$ cat config.mk
export PLATFORM = sky130hd
export DESIGN_NAME = idle_gap_packet_filter_top
export DESIGN_NICKNAME = d
export VERILOG_FILES = /design/src/rtl/igpf_pkg.sv /design/src/rtl/idle_gap_packet_filter_top.sv /design/src/rtl/igpf_cfg.sv
export VERILOG_INCLUDE_DIRS = /design/src /design/src/rtl
export SDC_FILE = /design/constraint.sdc
export NUM_CORES = 1
export LEC_CHECK = 0
export ABC_AREA = 1
export BUFFER_PORTS_ARGS = -buffer_cell sky130_fd_sc_hd__buf_2
export CORE_AREA = 2 2 223 225
export DETAILED_ROUTE_END_ITERATION = 6
export DIE_AREA = 0 0 225 227
export GPL_TIMING_DRIVEN = 0
export MAX_ROUTING_LAYER = met4
export PLACE_DENSITY = 0.75
export SLEW_MARGIN = 20
export SYNTH_ARGS = -nofsm -noshare
export SYNTH_HDL_FRONTEND = slang
export SYNTH_SLANG_ARGS = --single-unit
$ cat constraint.sdc
create_clock -name clk -period 5.55 [get_ports clk]
set_clock_uncertainty 0.15 [all_clocks]
set_input_delay 0 -clock clk [delete_from_list [all_inputs] [get_ports clk]]
set_output_delay 0 -clock clk [all_outputs]
set_load 0.005 [all_outputs]
$ cat src/rtl/idle_gap_packet_filter_top_macros.svh
// Assertion macros shared by the idle-gap packet filter RTL.
`ifndef IDLE_GAP_PACKET_FILTER_TOP_MACROS_SVH
`define IDLE_GAP_PACKET_FILTER_TOP_MACROS_SVH

`ifndef NO_ASSERTIONS
`define IGPF_ASSERT_SAME(label, ante, cons) \
    label: assert property (@(posedge clk) disable iff (!rst_n) (ante) |-> (cons)) \
        else $error("igpf assertion failed");
`define IGPF_ASSERT_NEXT(label, ante, cons) \
    label: assert property (@(posedge clk) disable iff (!rst_n) (ante) |=> (cons)) \
        else $error("igpf assertion failed");
`else
`define IGPF_ASSERT_SAME(label, ante, cons)
`define IGPF_ASSERT_NEXT(label, ante, cons)
`endif

`endif

$ cat src/rtl/igpf_pkg.sv
// Types, constants and register map of the idle-gap packet filter.
package igpf_pkg;

    localparam int BUF_DEPTH_DEF = 64;

    localparam int ADDR_W    = 4;
    localparam int DATA_W    = 32;
    localparam int REG_IDX_W = 2;
    localparam int IDLE_W    = 17;

    localparam logic [REG_IDX_W-1:0] REG_GAP_TIMEOUT   = 2'd0;
    localparam logic [REG_IDX_W-1:0] REG_SLEEP_TIMEOUT = 2'd1;
    localparam logic [REG_IDX_W-1:0] REG_MAX_RPM       = 2'd2;

    localparam logic [7:0]  GAP_TIMEOUT_RST   = 8'd15;
    localparam logic [15:0] SLEEP_TIMEOUT_RST = 16'd60000;
    localparam logic [15:0] MAX_RPM_RST       = 16'd242;

    localparam logic [7:0] CMD_START_REQUEST = 8'h11;
    localparam logic [7:0] CMD_START_INFO    = 8'h16;
    localparam logic [7:0] ARG_MAX_RPM       = 8'h1F;

    localparam logic REQ_BYTE = 1'b0;
    localparam logic REQ_TICK = 1'b1;

    localparam logic [2:0] SUBST_LEN = 3'd5;

    typedef struct packed {
        logic [7:0]  gap_timeout_ms;
        logic [15:0] sleep_timeout_ms;
        logic [15:0] max_rpm_value;
    } igpf_cfg_t;

endpackage

$ cat src/rtl/idle_gap_packet_filter_top.sv
// Top level of the idle-gap packet filter: buffer, timers, emit sequencer.
//
//  channel | direction | handshake          | payload
//  in      | input     | in_valid/in_stall  | req_type, rx_byte
//  out     | output    | out_valid/out_stall| tx_byte, has_byte, last, shutdown
//  cfg     | input     | APB psel/penable   | paddr, pwdata, prdata
//
// A byte or a tick that closes nothing is handled in the idle state.
// An emitted packet takes, per byte, a buffer read (FETCH), then an output load
// (SEND) through the checksum adder; a shutdown report uses the REPORT state.
// Reset clears counters, flags and the output valid; datapath and buffer contents are undefined.
// A stalled output holds the sequencer; input stalls while a packet or report is sent.
`include "idle_gap_packet_filter_top_macros.svh"

module idle_gap_packet_filter_top
    import igpf_pkg::*;
#(
    parameter int BUF_DEPTH = BUF_DEPTH_DEF
)
(
    input  logic              clk,
    input  logic              rst_n,
    input  logic              in_valid,
    output logic              in_stall,
    input  logic              req_type,
    input  logic [7:0]        rx_byte,
    output logic              out_valid,
    input  logic              out_stall,
    output logic [7:0]        tx_byte,
    output logic              has_byte,
    output logic              last,
    output logic              shutdown,
    input  logic              psel,
    input  logic              penable,
    input  logic              pwrite,
    input  logic [ADDR_W-1:0] paddr,
    input  logic [DATA_W-1:0] pwdata,
    output logic [DATA_W-1:0] prdata,
    output logic              pready
);

    localparam int IDX_W = $clog2(BUF_DEPTH);
    localparam int CNT_W = IDX_W + 1;

    typedef enum logic [3:0] {
        ST_IDLE   = 4'b0001,
        ST_FETCH  = 4'b0010,
        ST_SEND   = 4'b0100,
        ST_REPORT = 4'b1000
    } state_t;

    igpf_cfg_t cfg;

    state_t             state_reg, state_next;
    logic [CNT_W-1:0]   byte_count_reg, byte_count_next;
    logic               pending_reg, pending_next;
    logic [7:0]         gap_reg, gap_next;
    logic [IDLE_W-1:0]  idle_reg, idle_next;
    logic               stopped_reg, stopped_next;
    logic               out_valid_reg, out_valid_next;

    logic [7:0]         cmd_reg, cmd_next;
    logic [7:0]         arg_reg, arg_next;
    logic [IDX_W-1:0]   idx_reg, idx_next;
    logic [CNT_W-1:0]   len_reg, len_next;
    logic               subst_reg, subst_next;
    logic               sd_reg, sd_next;
    logic [7:0]         sum_reg, sum_next;
    logic [7:0]         tx_byte_reg, tx_byte_next;
    logic               has_byte_reg, has_byte_next;
    logic               last_reg, last_next;
    logic               shutdown_reg, shutdown_next;
    logic [7:0]         rd_data_reg;

    logic [7:0]         mem [BUF_DEPTH];

    logic               in_fire;
    logic               slot_free;
    logic               room;
    logic               wr_en;
    logic [IDLE_W-1:0]  idle_inc;
    logic               stop_now;
    logic               close_now;
    logic               subst_now;
    logic               fwd_now;
    logic [7:0]         byte_sel;
    logic               last_sel;

    igpf_cfg u_cfg (
        .clk     (clk),
        .rst_n   (rst_n),
        .psel    (psel),
        .penable (penable),
        .pwrite  (pwrite),
        .paddr   (paddr),
        .pwdata  (pwdata),
        .prdata  (prdata),
        .pready  (pready),
        .cfg     (cfg)
    );

    assign in_stall  = (state_reg != ST_IDLE);
    assign in_fire   = in_valid && !in_stall;
    assign slot_free = !out_valid_reg || !out_stall;
    assign room      = (byte_count_reg < CNT_W'(BUF_DEPTH));
    assign wr_en     = in_fire && !stopped_reg && (req_type == REQ_BYTE) && room;

    assign idle_inc  = (idle_reg == {IDLE_W{1'b1}}) ? idle_reg : idle_reg + 1'b1;
    assign stop_now  = (idle_inc > {1'b0, cfg.sleep_timeout_ms});
    assign close_now = pending_reg && (gap_reg >= cfg.gap_timeout_ms);
    assign subst_now = (byte_count_reg >= CNT_W'(2)) && (cmd_reg == CMD_START_INFO)
                       && (arg_reg == ARG_MAX_RPM);
    assign fwd_now   = (cmd_reg == CMD_START_REQUEST) || (cmd_reg == CMD_START_INFO);

    always_comb
    begin
        if (subst_reg)
        begin
            unique case (idx_reg[2:0])
                3'd0:    byte_sel = CMD_START_INFO;
                3'd1:    byte_sel = ARG_MAX_RPM;
                3'd2:    byte_sel = cfg.max_rpm_value[15:8];
                3'd3:    byte_sel = cfg.max_rpm_value[7:0];
                default: byte_sel = sum_reg;
            endcase
        end
        else
        begin
            byte_sel = rd_data_reg;
        end
    end

    assign last_sel = ({1'b0, idx_reg} + CNT_W'(1)) == len_reg;

    always_comb
    begin
        state_next      = state_reg;
        byte_count_next = byte_count_reg;
        pending_next    = pending_reg;
        gap_next        = gap_reg;
        idle_next       = idle_reg;
        stopped_next    = stopped_reg;
        cmd_next        = cmd_reg;
        arg_next        = arg_reg;
        idx_next        = idx_reg;
        len_next        = len_reg;
        subst_next      = subst_reg;
        sd_next         = sd_reg;
        sum_next        = sum_reg;
        tx_byte_next    = tx_byte_reg;
        has_byte_next   = has_byte_reg;
        last_next       = last_reg;
        shutdown_next   = shutdown_reg;
        out_valid_next  = out_valid_reg && out_stall;

        unique case (state_reg)
            ST_IDLE:
            begin
                if (in_fire)
                begin
                    priority if (stopped_reg)
                    begin
                        state_next = ST_REPORT;
                    end
                    else if (req_type == REQ_BYTE)
                    begin
                        if (room)
                        begin
                            if (byte_count_reg == CNT_W'(0))
                                cmd_next = rx_byte;
                            if (byte_count_reg == CNT_W'(1))
                                arg_next = rx_byte;
                            byte_count_next = byte_count_reg + 1'b1;
                            pending_next    = 1'b1;
                            gap_next        = '0;
                            idle_next       = '0;
                        end
                    end
                    else
                    begin
                        idle_next = idle_inc;
                        if (stop_now)
                            stopped_next = 1'b1;
                        if (close_now)
                        begin
                            pending_next    = 1'b0;
                            byte_count_next = '0;
                            gap_next        = '0;
                        end
                        else if (pending_reg)
                        begin
                            gap_next = gap_reg + 1'b1;
                        end
                        idx_next   = '0;
                        sum_next   = '0;
                        subst_next = subst_now;
                        sd_next    = stop_now;
                        len_next   = subst_now ? CNT_W'(SUBST_LEN) : byte_count_reg;
                        priority if (close_now && (subst_now || fwd_now))
                            state_next = ST_FETCH;
                        else if (stop_now)
                            state_next = ST_REPORT;
                        else
                            state_next = ST_IDLE;
                    end
                end
            end
            ST_FETCH:
            begin
                state_next = ST_SEND;
            end
            ST_SEND:
            begin
                if (slot_free)
                begin
                    out_valid_next = 1'b1;
                    tx_byte_next   = byte_sel;
                    has_byte_next  = 1'b1;
                    last_next      = last_sel;
                    shutdown_next  = last_sel && sd_reg;
                    sum_next       = sum_reg + byte_sel;
                    if (last_sel)
                    begin
                        state_next = ST_IDLE;
                    end
                    else
                    begin
                        idx_next   = idx_reg + 1'b1;
                        state_next = ST_FETCH;
                    end
                end
            end
            ST_REPORT:
            begin
                if (slot_free)
                begin
                    out_valid_next = 1'b1;
                    tx_byte_next   = '0;
                    has_byte_next  = 1'b0;
                    last_next      = 1'b1;
                    shutdown_next  = 1'b1;
                    state_next     = ST_IDLE;
                end
            end
            default:
            begin
                state_next = ST_IDLE;
            end
        endcase
    end

    always_ff @(posedge clk or negedge rst_n)
    begin
        if (!rst_n)
        begin
            state_reg      <= ST_IDLE;
            byte_count_reg <= '0;
            pending_reg    <= 1'b0;
            gap_reg        <= '0;
            idle_reg       <= '0;
            stopped_reg    <= 1'b0;
            out_valid_reg  <= 1'b0;
        end
        else
        begin
            state_reg      <= state_next;
            byte_count_reg <= byte_count_next;
            pending_reg    <= pending_next;
            gap_reg        <= gap_next;
            idle_reg       <= idle_next;
            stopped_reg    <= stopped_next;
            out_valid_reg  <= out_valid_next;
        end
    end

    always_ff @(posedge clk)
    begin
        cmd_reg      <= cmd_next;
        arg_reg      <= arg_next;
        idx_reg      <= idx_next;
        len_reg      <= len_next;
        subst_reg    <= subst_next;
        sd_reg       <= sd_next;
        sum_reg      <= sum_next;
        tx_byte_reg  <= tx_byte_next;
        has_byte_reg <= has_byte_next;
        last_reg     <= last_next;
        shutdown_reg <= shutdown_next;
    end

    always_ff @(posedge clk)
    begin
        if (wr_en)
            mem[byte_count_reg[IDX_W-1:0]] <= rx_byte;
        if (state_reg == ST_FETCH)
            rd_data_reg <= mem[idx_reg];
    end

    assign out_valid = out_valid_reg;
    assign tx_byte   = tx_byte_reg;
    assign has_byte  = has_byte_reg;
    assign last      = last_reg;
    assign shutdown  = shutdown_reg;

    `IGPF_ASSERT_NEXT(a_stopped_sticks, stopped_reg, stopped_reg)
    `IGPF_ASSERT_SAME(a_shutdown_implies_stopped, out_valid_reg && shutdown_reg, stopped_reg)
    `IGPF_ASSERT_SAME(a_count_bounded, 1'b1, byte_count_reg <= CNT_W'(BUF_DEPTH))
    `IGPF_ASSERT_SAME(a_fetch_in_range, state_reg == ST_FETCH, CNT_W'(idx_reg) < len_reg)
    `IGPF_ASSERT_NEXT(a_last_ends_packet, (state_reg == ST_SEND) && slot_free && last_sel,
                      (state_reg == ST_IDLE) && out_valid_reg && last_reg)

endmodule

$ cat src/rtl/igpf_cfg.sv
// APB configuration registers of the idle-gap packet filter.
module igpf_cfg
    import igpf_pkg::*;
(
    input  logic              clk,
    input  logic              rst_n,
    input  logic              psel,
    input  logic              penable,
    input  logic              pwrite,
    input  logic [ADDR_W-1:0] paddr,
    input  logic [DATA_W-1:0] pwdata,
    output logic [DATA_W-1:0] prdata,
    output logic              pready,
    output igpf_cfg_t         cfg
);

    logic [REG_IDX_W-1:0] reg_idx;
    logic                 wr_en;
    igpf_cfg_t            cfg_reg;
    igpf_cfg_t            cfg_next;

    assign reg_idx = paddr[ADDR_W-1:2];
    assign wr_en   = psel && penable && pwrite;
    assign pready  = 1'b1;
    assign cfg     = cfg_reg;

    always_comb
    begin
        cfg_next = cfg_reg;
        if (wr_en)
        begin
            unique case (reg_idx)
                REG_GAP_TIMEOUT:   cfg_next.gap_timeout_ms   = pwdata[7:0];
                REG_SLEEP_TIMEOUT: cfg_next.sleep_timeout_ms = pwdata[15:0];
                REG_MAX_RPM:       cfg_next.max_rpm_value    = pwdata[15:0];
                default:           cfg_next = cfg_reg;
            endcase
        end
    end

    always_comb
    begin
        unique case (reg_idx)
            REG_GAP_TIMEOUT:   prdata = {{(DATA_W-8){1'b0}}, cfg_reg.gap_timeout_ms};
            REG_SLEEP_TIMEOUT: prdata = {{(DATA_W-16){1'b0}}, cfg_reg.sleep_timeout_ms};
            REG_MAX_RPM:       prdata = {{(DATA_W-16){1'b0}}, cfg_reg.max_rpm_value};
            default:           prdata = '0;
        endcase
    end

    always_ff @(posedge clk or negedge rst_n)
    begin
        if (!rst_n)
        begin
            cfg_reg.gap_timeout_ms   <= GAP_TIMEOUT_RST;
            cfg_reg.sleep_timeout_ms <= SLEEP_TIMEOUT_RST;
            cfg_reg.max_rpm_value    <= MAX_RPM_RST;
        end
        else
        begin
            cfg_reg <= cfg_next;
        end
    end

endmodule
==> results.toml <==
[timing]
fmax_ghz = 0.2400
worst-slew-pin-transition_ns = 1.253
setup_viol_count_final = 0
timing.slew.headroom_pct = 16.15
worst_slack_ns = 1.383
hold_viol_final = 0
rsz0062_at_grt = "no"
holdWs_ns = 0.03333
setup_tns_ns = 0
period_needed_ns = 4.167
maxSlewViolCount = 0
post-route-period-util_pct = 75.08

[global_route]
grt_pass1_wl_um = 133400
overflow = 0
grt.total_usage_pct = 38.21
antenna_found_initial = 0
first_global_vias = 20250
grt_max_degree = 67

[power]
seqPwrFrac_pct = 51.8
power_frac_comb_pct = 4.7
power.internal_mw = 8.248
worst_ir_drop_vdd_uv = 337.9
switchingPower_mw = 2.326
power_switching_share_pct = 22.00
clkPwrFrac_pct = 43.4
p_leak_nw = 11.81
powerDensity_nw_per_um2 = 332.0

[synth]
yosys.area.top_type = "edfxtp_1"
synthFlopType = "edfxtp_1"
async_reset_ff_share_pct = 12.17
synth_edf_count = 570
synth_top_cell_area_share_pct = 61.10
ys_seq_area_share_pct = 68.23
yosys_warnings = 0
ys_types = 46
postSynthAreaPerCell_um2 = 11.44
ys_ff_latch = 649
netlist_area_um2 = 28020
synth_commonest_cells = "570 x edfxtp_1, 435 x nor2_1, 327 x o21ai_0"
synthCells = 2449
synth.most_common_cell = "edfxtp_1"
synthTopCellsByArea = "edfxtp_1 61%, o21ai_0 5.8%, nor2_1 5.8%, dfrtp_1 5.5%, nand2_1 3.9%"

[place]
hpwl_um = 61420
place.port_buffers = 62
dp_cells = 3149
post-place-ws_ns = 1.502
gp_congestion = 1.017
postPlaceCellArea_um2 = 29210

[floorplan]
die_h_um = 227
start_util_pct = 57.71
dieArea_um2 = 51080
core_um2 = 48550
dieWidth_um = 225
io_pins = 98
fp-row-count = 81

[setup_path]
path_delay_family = "buffers and inverters"
crit_fanout = 10
crit_chain = "buf_6, inv_4, buf_6, buf_2, ha_1, inv_1, nor2_1, inv_1, o221ai_1, o211ai_1, nand2_1, ha_1, a21oi_1, nand2_1, nand2_1, inv_1, o21a_1, nor2_1, o21ai_0, a21oi_1"
end_kind = "flip-flop"
criticalPathCategory = "reg2reg"
critPathMaxStageDelay_ns = 0.58
startpoint_type = "flip-flop"
slowest_stage = "edfxtp_1"
path_buf_inv = 7
r2r_cells = 20
cp_data_required_time_ns = 5.87
path_depth = 20
cp.arrival_ns = 4.49

[detailed_routing]
vias = 21479
ant_nets = 0
viasPerCell = 6.485
totalWireLength_um = 94230
drc_errors = 0
first_iter_violations = 3281
drt_pass1_iterations = 6
wl_per_cell_um = 28.45

[finish]
post_route_cells_drive_above_1_share_pct = 10.38
area_delta_synth_final_pct = 13.68
largest_reg_flops = 512
fin_nets = 2731
stdcell_count = 3312
fin_area_um2 = 31850

[worst_hold_path]
hp-class = "in2reg"
hold_depth = 4

[job]
drv_cap = 0

[clock_tree]
root_buffer = "clkbuf_16"
cts_sinks = 649
clk_latency_ns = 0.64
clkTransAtPathRegs_ns = 0.06
numCtsBuffers = 68
clock_path_buffers = 3
htree_levels = 3
cts_tree = "yes"

[outcome]
status = "completed"
## per-stage QoR
| stage | power (mW) | utilization (%) |
|---|---|---|
| after floorplan | 5.801 | - |
| after CTS | 10.55 | 65.56 |
| after global placement | 6.024 | 60.07 |
| after global routing | 10.80 | 65.60 |
| after detailed placement | 6.042 | 60.16 |
| final | 10.57 | 65.61 |
## cell usage in the layout (no fill, tap or decap), types with 4 or more instances in the layout
cell and n:
inv_1 145, o21ai_0 327, nand3_1 86, buf_6 6, edfxtp_1 570, buf_1 7, o22ai_1 81, buf_4 35
clkbuf_1 77, xor2_1 18, or2_2 5, nand3b_1 6, nor4_1 4, clkbuf_16 72, xnor2_1 4, buf_2 90
nand3_4 5, a21oi_1 50, clkinv_2 12, o221ai_1 23, bufinv_16 6, o211ai_1 60, nor2_1 435, dlygate4sd3_1 40
conb_1 17, nand4_1 23, a22o_1 7, nand2_2 5, dfstp_2 17, nor3_1 9, dfrtp_1 62, nand2_1 292
clkinv_1 15, ha_1 40
## cell families after synthesis
logic type	count (synthesis)	share of synthesized area (%)
xor gates and xnor gates	22	0.6878
adders and majority gates	41	1.858
AOI/OAI and AO/OA	559	11.35
and+or+nand+nor	881	13.20
other	2	0.02681
DFF	649	68.23
buffers and inverters	295	4.649
## layout make-up
| class | count | area [µm²] |
|---|---|---|
| fillers | 3591 | 16700 |
| flip-flops and latches | 649 | 19110 |
| repair buffers | 104 | 773.2 |
| diodes | 1 | 2.502 |
| inverters | 155 | 586.8 |
| clock buffers | 86 | 1854 |
| well taps | 622 | 778.2 |
| clock inverters | 35 | 355.3 |
| multi-input cells | 1520 | 7669 |
| plain buffers | 140 | 715.7 |
## what timing repair did
item | 4_1_cts | 5_1_grt
gates resized for setup | 0 | 0
hold buffers | 40 | 1
buffers inserted | 0 | 0
endpoints found under the hold margin | 626 | 66
## path summary, 6_finish.rpt
path	slack, ns	startpoint	endpoint
max	1.38	idx_reg[0]	sum_reg[5]
min	0.03	pwdata[14]	u_cfg.cfg[30]
min in group asynchronous	0.43	rst_n	u_cfg.cfg[22]
max reg2reg	1.38	idx_reg[0]	sum_reg[5]
min reg2reg	0.34	u_cfg.cfg[23]	u_cfg.cfg[23]
max in group asynchronous	4.53	rst_n	state_reg[0]
## routing by layer
layer / track usage [%] / wire (µm)
met3: 9.448 / 12820
met5: - / 0
met4: 21.02 / 5848
met1: 49.82 / 34340
met2: 55.47 / 41220
## worst register-to-register path, delay by kind of cell (launching register included)
family	cells	cell delay, ns
adder cells (fa/ha/maj)	2	0.49
AND/OR/NAND/NOR	5	0.66
buffers and inverters	7	1.18
AO/OA/AOI/OAI	6	0.98
flip-flops	1	0.58
## power groups by stage
stage / registers, mW / clock network [mW] / logic [mW]
after floorplan: 5.57 / 0 / 0.235
after global placement: 5.58 / 0 / 0.444
after detailed placement: 5.58 / 0 / 0.461
after CTS: 5.48 / 4.58 / 0.492
after global routing: 5.49 / 4.76 / 0.558
final: 5.48 / 4.59 / 0.498
Power figures use the tool's default switching activity.
